**src/rtl/csp_pkg.sv**
```systemverilog
// csp_pkg: types and constants for the card section parser
// no dependencies; imported by every rtl file of the block except csp_stream_if
`default_nettype none
package csp_pkg;

	localparam logic [15:0] HEADER_BYTES = 16'd4;

	typedef enum logic [1:0] {
		PH_IDLE   = 2'd0,
		PH_HEADER = 2'd1,
		PH_TITLE  = 2'd2,
		PH_TEXT   = 2'd3
	} phase_t;

	typedef enum logic [2:0] {
		ERR_OK        = 3'd0,
		ERR_COUNT     = 3'd1,
		ERR_TRUNC     = 3'd2,
		ERR_LENGTH    = 3'd3,
		ERR_NO_TERM   = 3'd4,
		ERR_TRAILING  = 3'd5
	} err_t;

	typedef struct packed {
		logic [7:0]  byte_value;
		logic [12:0] record_length;
		logic        record_start;
	} in_item_t;

	typedef struct packed {
		logic        section_valid;
		logic [7:0]  section_number;
		logic [11:0] title_offset;
		logic [11:0] title_length;
		logic [11:0] text_offset;
		logic [11:0] text_length;
		logic        record_done;
		logic [2:0]  error_code;
	} out_item_t;

endpackage
`default_nettype wire

```
**src/rtl/csp_stream_if.sv**
```systemverilog
// csp_stream_if: valid/ready channel carrying one payload struct
// payload type is set per instance; no other dependencies
`default_nettype none
interface csp_stream_if #(parameter type payload_t = logic);
	logic     valid;
	logic     ready;
	payload_t payload;

	modport source (output valid, output payload, input ready);
	modport sink (input valid, input payload, output ready);
endinterface
`default_nettype wire

```
**src/rtl/csp_in_reg.sv**
```systemverilog
// csp_in_reg: input register stage of the card section parser
// depends on csp_pkg and csp_stream_if
`default_nettype none
module csp_in_reg (
	input  wire logic            clk,
	input  wire logic            arst_n,
	csp_stream_if.sink           rec_in,
	input  wire logic            adv,
	output logic                 valid_s1,
	output csp_pkg::in_item_t    item_s1
);
	import csp_pkg::*;

	logic xfer;

	assign rec_in.ready = !valid_s1 || adv;
	assign xfer = rec_in.valid && rec_in.ready;

	always_ff @(posedge clk or negedge arst_n) begin
		if (!arst_n) begin
			valid_s1 <= 1'b0;
		end else if (xfer) begin
			valid_s1 <= 1'b1;
		end else if (adv) begin
			valid_s1 <= 1'b0;
		end
	end

	always_ff @(posedge clk) begin
		if (xfer) begin
			item_s1 <= rec_in.payload;
		end
	end
endmodule
`default_nettype wire

```
**src/rtl/csp_parse_core.sv**
```systemverilog
// csp_parse_core: record parse state and per-byte update logic
// depends on csp_pkg
`default_nettype none
module csp_parse_core #(
	parameter int MAX_SECTIONS = 8,
	parameter int RECORD_BYTES = 4096
) (
	input  wire logic              clk,
	input  wire logic              arst_n,
	input  wire logic              fire,
	input  wire csp_pkg::in_item_t item,
	output logic                   has_res,
	output csp_pkg::out_item_t     res
);
	import csp_pkg::*;

	localparam logic [7:0]  MAX_SEC = 8'(MAX_SECTIONS);
	localparam logic [16:0] REC_MAX = 17'(RECORD_BYTES);

	phase_t      phase_q, phase_d;
	logic [12:0] pos_q, pos_d;
	logic [7:0]  total_q, total_d;
	logic [7:0]  seen_q, seen_d;
	logic [7:0]  hold_q, hold_d;
	logic [15:0] title_q, title_d;
	logic [15:0] text_q, text_d;
	logic [15:0] left_q, left_d;
	logic [11:0] tstart_q, tstart_d;

	logic [12:0] pos_n;
	logic [15:0] left_dec;
	logic [15:0] text_new;
	logic [17:0] span;
	logic [13:0] hdr_end;
	logic [7:0]  seen_inc;
	logic [7:0]  b;
	logic [12:0] len;

	assign b        = item.byte_value;
	assign len      = item.record_length;
	assign pos_n    = pos_q + 13'd1;
	assign left_dec = left_q - 16'd1;
	assign text_new = {b, hold_q};
	assign span     = {5'd0, pos_n} + {2'd0, title_q} + {2'd0, text_new};
	assign hdr_end  = {1'b0, pos_n} + 14'(HEADER_BYTES);
	assign seen_inc = seen_q + 8'd1;

	always_comb begin
		phase_d  = phase_q;
		pos_d    = pos_q;
		total_d  = total_q;
		seen_d   = seen_q;
		hold_d   = hold_q;
		title_d  = title_q;
		text_d   = text_q;
		left_d   = left_q;
		tstart_d = tstart_q;
		has_res  = 1'b0;
		res      = '0;
		res.section_number = seen_q;

		if (fire) begin
			if (item.record_start) begin
				phase_d  = PH_IDLE;
				pos_d    = 13'd1;
				total_d  = '0;
				seen_d   = '0;
				hold_d   = '0;
				title_d  = '0;
				text_d   = '0;
				left_d   = '0;
				tstart_d = '0;
				res.section_number = '0;
				if (len == 13'd0 || {4'd0, len} > REC_MAX) begin
					has_res = 1'b1;
					res.record_done = 1'b1;
					res.error_code = ERR_LENGTH;
				end else if (b == 8'd0 || b > MAX_SEC) begin
					has_res = 1'b1;
					res.record_done = 1'b1;
					res.error_code = ERR_COUNT;
				end else if (len < 13'd5) begin
					has_res = 1'b1;
					res.record_done = 1'b1;
					res.error_code = ERR_TRUNC;
				end else begin
					total_d = b;
					phase_d = PH_HEADER;
					left_d  = HEADER_BYTES;
				end
			end else if (phase_q != PH_IDLE) begin
				pos_d = pos_n;
				unique case (phase_q)
					PH_HEADER: begin
						if (left_q == 16'd4 || left_q == 16'd2) begin
							hold_d = b;
							left_d = left_dec;
						end else if (left_q == 16'd3) begin
							title_d = {b, hold_q};
							left_d  = left_dec;
						end else begin
							text_d = text_new;
							if (title_q == 16'd0 || text_new == 16'd0 ||
							    span > {5'd0, len}) begin
								has_res = 1'b1;
								res.record_done = 1'b1;
								res.error_code = ERR_LENGTH;
								phase_d = PH_IDLE;
							end else begin
								tstart_d = pos_n[11:0];
								phase_d  = PH_TITLE;
								left_d   = title_q;
							end
						end
					end
					PH_TITLE: begin
						left_d = left_dec;
						if (left_dec == 16'd0) begin
							if (b != 8'd0) begin
								has_res = 1'b1;
								res.record_done = 1'b1;
								res.error_code = ERR_NO_TERM;
								phase_d = PH_IDLE;
							end else begin
								phase_d = PH_TEXT;
								left_d  = text_q;
							end
						end
					end
					PH_TEXT: begin
						left_d = left_dec;
						if (left_dec == 16'd0) begin
							has_res = 1'b1;
							if (b != 8'd0) begin
								res.record_done = 1'b1;
								res.error_code = ERR_NO_TERM;
								phase_d = PH_IDLE;
							end else begin
								res.section_valid = 1'b1;
								res.title_offset  = tstart_q;
								res.title_length  = title_q[11:0];
								res.text_offset   = tstart_q + title_q[11:0];
								res.text_length   = text_q[11:0];
								seen_d = seen_inc;
								if (seen_inc >= total_q) begin
									res.record_done = 1'b1;
									res.error_code = (pos_n != len) ? ERR_TRAILING : ERR_OK;
									phase_d = PH_IDLE;
								end else if (hdr_end > {1'b0, len}) begin
									res.record_done = 1'b1;
									res.error_code = ERR_TRUNC;
									phase_d = PH_IDLE;
								end else begin
									phase_d = PH_HEADER;
									left_d  = HEADER_BYTES;
								end
							end
						end
					end
					default: begin
						phase_d = PH_IDLE;
					end
				endcase
			end
		end
	end

	always_ff @(posedge clk or negedge arst_n) begin
		if (!arst_n) begin
			phase_q  <= PH_IDLE;
			pos_q    <= '0;
			total_q  <= '0;
			seen_q   <= '0;
			hold_q   <= '0;
			title_q  <= '0;
			text_q   <= '0;
			left_q   <= '0;
			tstart_q <= '0;
		end else begin
			phase_q  <= phase_d;
			pos_q    <= pos_d;
			total_q  <= total_d;
			seen_q   <= seen_d;
			hold_q   <= hold_d;
			title_q  <= title_d;
			text_q   <= text_d;
			left_q   <= left_d;
			tstart_q <= tstart_d;
		end
	end
endmodule
`default_nettype wire

```
**src/rtl/csp_out_reg.sv**
```systemverilog
// csp_out_reg: result register driving the section result channel
// depends on csp_pkg and csp_stream_if
`default_nettype none
module csp_out_reg (
	input  wire logic               clk,
	input  wire logic               arst_n,
	input  wire logic               load_valid,
	input  wire csp_pkg::out_item_t load_item,
	output logic                    adv,
	csp_stream_if.source            res_out
);
	import csp_pkg::*;

	logic      valid_q;
	out_item_t item_q;

	assign adv             = !valid_q || res_out.ready;
	assign res_out.valid   = valid_q;
	assign res_out.payload = item_q;

	always_ff @(posedge clk or negedge arst_n) begin
		if (!arst_n) begin
			valid_q <= 1'b0;
		end else if (adv) begin
			valid_q <= load_valid;
		end
	end

	always_ff @(posedge clk) begin
		if (adv && load_valid) begin
			item_q <= load_item;
		end
	end
endmodule
`default_nettype wire

```
**src/rtl/card_section_parser.sv**
```systemverilog
// card_section_parser: streaming layout check of one card record, one byte per transfer
// a result enters the result register as the byte causing it leaves the input register
// throughput: one byte per cycle while results is not stalled, set by the combinational
// parse update between the input register and the result register
// reset: arst_n clears all parse state to idle and empties both registers
`default_nettype none
module card_section_parser #(
	parameter int MAX_SECTIONS = 8,
	parameter int RECORD_BYTES = 4096
) (
	input  wire logic    clk,
	input  wire logic    arst_n,
	csp_stream_if.sink   rec_bytes,
	csp_stream_if.source results
);
	import csp_pkg::*;

	logic      adv;
	logic      valid_s1;
	in_item_t  item_s1;
	logic      fire;
	logic      has_res;
	out_item_t res;

	assign fire = valid_s1 && adv;

	csp_in_reg u_in (
		.clk      (clk),
		.arst_n   (arst_n),
		.rec_in   (rec_bytes),
		.adv      (adv),
		.valid_s1 (valid_s1),
		.item_s1  (item_s1)
	);

	csp_parse_core #(
		.MAX_SECTIONS (MAX_SECTIONS),
		.RECORD_BYTES (RECORD_BYTES)
	) u_core (
		.clk     (clk),
		.arst_n  (arst_n),
		.fire    (fire),
		.item    (item_s1),
		.has_res (has_res),
		.res     (res)
	);

	csp_out_reg u_out (
		.clk        (clk),
		.arst_n     (arst_n),
		.load_valid (fire && has_res),
		.load_item  (res),
		.adv        (adv),
		.res_out    (results)
	);
endmodule
`default_nettype wire

```
**src/flat_wrapper.sv**
```systemverilog
// flat-port wrapper written by rule: the top's interface ports become plain ports
module card_section_parser_flat import csp_pkg::*;
#(
	parameter int MAX_SECTIONS = 8,
	parameter int RECORD_BYTES = 4096
)
  (clk, arst_n, rec_bytes_valid, rec_bytes_payload, rec_bytes_ready, results_valid, results_payload, results_ready);
  csp_stream_if rec_bytes_i ();
  csp_stream_if results_i ();
  input  wire logic clk;
  input  wire logic arst_n;
  input wire logic [$bits(rec_bytes_i.valid)-1:0] rec_bytes_valid;
  input wire logic [$bits(rec_bytes_i.payload)-1:0] rec_bytes_payload;
  output wire logic [$bits(rec_bytes_i.ready)-1:0] rec_bytes_ready;
  output wire logic [$bits(results_i.valid)-1:0] results_valid;
  output wire logic [$bits(results_i.payload)-1:0] results_payload;
  input wire logic [$bits(results_i.ready)-1:0] results_ready;
  assign rec_bytes_i.valid = rec_bytes_valid;
  assign rec_bytes_i.payload = rec_bytes_payload;
  assign rec_bytes_ready = rec_bytes_i.ready;
  assign results_valid = results_i.valid;
  assign results_payload = results_i.payload;
  assign results_i.ready = results_ready;
  card_section_parser #(.MAX_SECTIONS(MAX_SECTIONS), .RECORD_BYTES(RECORD_BYTES)) u_core (.clk(clk), .arst_n(arst_n), .rec_bytes(rec_bytes_i), .results(results_i));
endmodule
```
**config.mk**
```make
export PLATFORM = sky130hd
export DESIGN_NAME = card_section_parser_flat
export DESIGN_NICKNAME = d
export VERILOG_FILES = /design/src/rtl/csp_pkg.sv /design/src/rtl/csp_stream_if.sv /design/src/rtl/csp_in_reg.sv /design/src/rtl/csp_parse_core.sv /design/src/rtl/csp_out_reg.sv /design/src/rtl/card_section_parser.sv /design/src/flat_wrapper.sv
export SDC_FILE = /design/constraint.sdc
export NUM_CORES = 1
export LEC_CHECK = 0
export BUFFER_PORTS_ARGS = -buffer_cell sky130_fd_sc_hd__buf_2
export CELL_PAD_IN_SITES_DETAIL_PLACEMENT = 1
export CELL_PAD_IN_SITES_GLOBAL_PLACEMENT = 2
export CORE_AREA = 2 2 39 41
export CTS_CLUSTER_SIZE = 10
export DETAILED_ROUTE_END_ITERATION = 10
export DIE_AREA = 0 0 41 43
export GPL_TIMING_DRIVEN = 0
export PLACE_DENSITY = 0.51
export SYNTH_ARGS = -nofsm -noshare
export SYNTH_HDL_FRONTEND = slang
export SYNTH_SLANG_ARGS = --single-unit
```
**constraint.sdc**
```tcl
create_clock -name clk -period 1.7 [get_ports clk]
set_input_delay 0.425 -clock clk [delete_from_list [all_inputs] [get_ports clk]]
set_output_delay 0.425 -clock clk [all_outputs]
set_load 0.005 [all_outputs]
```
==> summary.md <==
| Metric | Value |
|---|---|
| Status | finished, final reports clean |
| Slew at the pin closest to its max-slew limit | about 160 ps |
| R2R depth | 3 |
| Die area | 1763 um^2 |
| Psw | roughly 60 uW |
| CP Launch Type | flop |
| Fraction of layout cells with a size suffix above 1 | between 50% and 60% |
| Slew Limit Fails | 0 |
| Total power | between 200 and 300 uW |
| Num CTS Buffers | 3 |
| 1st-pass router iterations | 1 |
| N_diodes | 0 |
| Dpl cells | 38 |
| Final Hold Fails | 0 |
| CTS tree | built |
| Int Pwr | around 220 uW |
| Crit-path cells | nand3b_1, buf_2 |
| Last element of the critical path | rec_bytes_ready |
| Initial antenna violation count | 0 |
| Syn_nets | 20 |
| Cell taking the most area after synthesis | edfxtp_1 |
| Synth unique cells | 10 |
| Placeable Area | ~1400 um^2 |
| Clock Tree Root | clkbuf_4 |
| Die Y | 43 um |
| Period utilisation layout | approximately 80% |
| CP Capture Type | primary output |
| Avg Inst Size Synth | between 10 and 15 um^2 |
| Initial Util | ~14% |
| Syn Inst Count | 15 |
| Seq pwr share | a little over two fifths |
| Site row count | 14 |
| Post-CTS Setup Bufs | 0 |
| IO Count | 8 |
| Clock group share of total power | 43.8% |
| Die Wd | 41 um |
| Minimum clock period | between 1000 and 1500 ps |
| Crit-path slowest cell | dfrtp_1 |
| Largest net degree at the start of global routing | 4 |
| Post-Route WL | 336 um |
| RePlAce Congestion | 0.6098 |
| Area contributors post-synth | edfxtp_1, dfrtp_1, buf_12 |
| Worst vdd ir | between 0.0002 and 0.0003 V |
| DRT iter0 DRCs | 0 |
| Worst hold path depth | 1 |
| Crit-path max FO | 3 |
| Via density | approximately 3.3 |
| CP required | 1270 ps |
| Hold-fix buffers, CTS | 1 |
| Slew margin rel. | around nine tenths |
| Post-cts gate resize count | 0 |
| Crit-path max cell delay | a little over 400 ps |
| First-pass GRT wire length | 600 um |
| Critical path class | flop to primary output |
| RSZ-0062 raised after global routing | no |
| Clk pin slew, worst setup/hold paths | roughly 40 ps |
| Max cap viols | 0 |
| Critical path depth | 2 |
| Port bufs | 7 |
| Combinational fraction of design power | 13.7% |
| CTS Sinks | 4 |
| Per-cell routed wire length | about 8.0 um |
| # nets final | 33 |
| DRC | 0 |
| Fill cells | approximately 160 |
| Pwr dens | roughly 960 nW/um^2 |
| Vias | approximately 140 |
| Total gr overflow | 0 |
| Reg2reg start | u_core.u_in.valid_s1 |
| Synth warn | 0 |
| Synth top area share | between 30% and 40% |
| Fmax | approximately 740 MHz |
| Static leakage power | about 0.13 nW |
| Min-delay src | rec_bytes_payload |
| GRT Util Overall | under 10% |
| Seq cells post-synth | 4 |
| Final Cell Area | roughly 290 um^2 |
| Clk_lat worst skew | approximately 240 ps |
| Reg-to-reg critical path endpoint | u_core.u_out.res_out.payload |
| Worst Clk Skew | roughly 4.5 ps |
| CP top delay family | flip-flops |
| Post-place instance area | 255.2 um^2 |
| Vias in the first global route | 158 |
| # setup viols final | 0 |
| Crit path DAT | ~930 ps |
| Layout area overhead | 43.75% |
| Worst Hold Class | primary input to flop |
| Seq/Total Area, Yosys | between 50% and 60% |
| R2R Setup Slk | between 600 and 700 ps |
| CP Buf/Inv Count | 1 |
| Post-Syn Area | between 200 and 250 um^2 |
| Post-route setup TNS | 0 ps |
| Setup crit start | u_core.u_out.res_out.valid |
| Non-filler instance count after layout | 42 |
| Sw Ratio | 21.55% |
| Clock H-tree levels | 1 |
| Post-DRT Antenna Nets | 0 |
| Bufs on Longest Clock Path | 2 |
[worst register-to-register path: cells and delay by family, from the launching register on]
kind | cells | cell delay (ps)
DFF | 1 | 390
and+or+nand+nor | 2 | 310
buffers and inverters | 1 | 110
[worst min path at each step]
stage	endpoint	slack (ps)
2_1_floorplan	u_core.u_in.valid_s1	130
3_3_place_gp	u_core.u_in.valid_s1	210
3_5_place_dp	u_core.u_out.res_out.valid	210
4_1_cts	u_core.u_in.item_s1[0]	360
5_1_grt	u_core.u_in.item_s1[0]	350
6_report	u_core.u_in.item_s1[0]	370
[final cells by class]
type                    instances  area (um^2)  share of cell area, %
plain buffers                   2        27.53                  9.565
clock buffers                   3        22.52                  7.826
multi-input cells               9        62.56                  21.74
flip-flops and latches          4        110.1                  38.26
well taps                      16        20.02                  6.957
repair buffers                  8        45.04                  15.65
[cells by family (layout without fill, tap and decap cells)]
family / Yosys count / after routing / synth area share [%]
simple gates: 9 / 9 / 31.25
buf+inv: 2 / 13 / 13.75
flops: 4 / 4 / 55.00
[synthesized netlist by cell type, drive strengths merged]
cell / count
dfrtp: 2
edfxtp: 2
and2: 4
nand2: 2
nand3b: 1
nand2b: 2
buf: 2
[sequential cells by signal, summed over array words and instances (netlist names)]
| name | cells |
|---|---|
| u_core.u_out.res_out.payload | 1 |
| u_core.u_in.valid_s1 | 1 |
| u_core.u_out.res_out.valid | 1 |
| u_core.u_in.item_s1 | 1 |
[power by group through the flow]
stage               combinational, mW  clock, mW  sequential [mW]
finish                         0.0378      0.120            0.117
global route                   0.0429      0.135            0.117
CTS                            0.0386      0.127            0.117
detailed placement             0.0365          0            0.118
global placement               0.0365          0            0.118
floorplan                      0.0238          0            0.118
[through the flow]
step | hold slack (ps) | util (%) | setup WS, ps
after floorplan | 129.4 | - | 675.4
after global placement | 211.6 | 18.44 | 417.8
after detailed placement | 213.4 | 18.44 | 414.1
after CTS | 358.3 | 20.80 | 323.4
after global routing | 354.8 | 20.80 | 288.4
final | 369.5 | 20.80 | 341.6
[metal layers]
metal | part of all wire (%) | wire length, um | up-vias | track usage (%)
met5 | 0 | 0 | - | 0
met1 | 39 | 130 | 60 | 5.161
met2 | 49 | 164 | 10 | 7.187
met4 | 0 | 0 | 0 | 6.000
li1 | - | - | 68 | -
met3 | 13 | 42 | 0 | 6.283
[cell usage in the layout (no fill, tap or decap)]
cell type	n
and2_1	3
and2_4	1
buf_12	1
buf_2	7
buf_4	1
clkbuf_4	3
dfrtp_1	2
dlygate4sd3_1	1
edfxtp_1	2
nand2_1	2
nand2b_1	1
nand2b_4	1
nand3b_1	1
(Power assumes the default switching activity.)
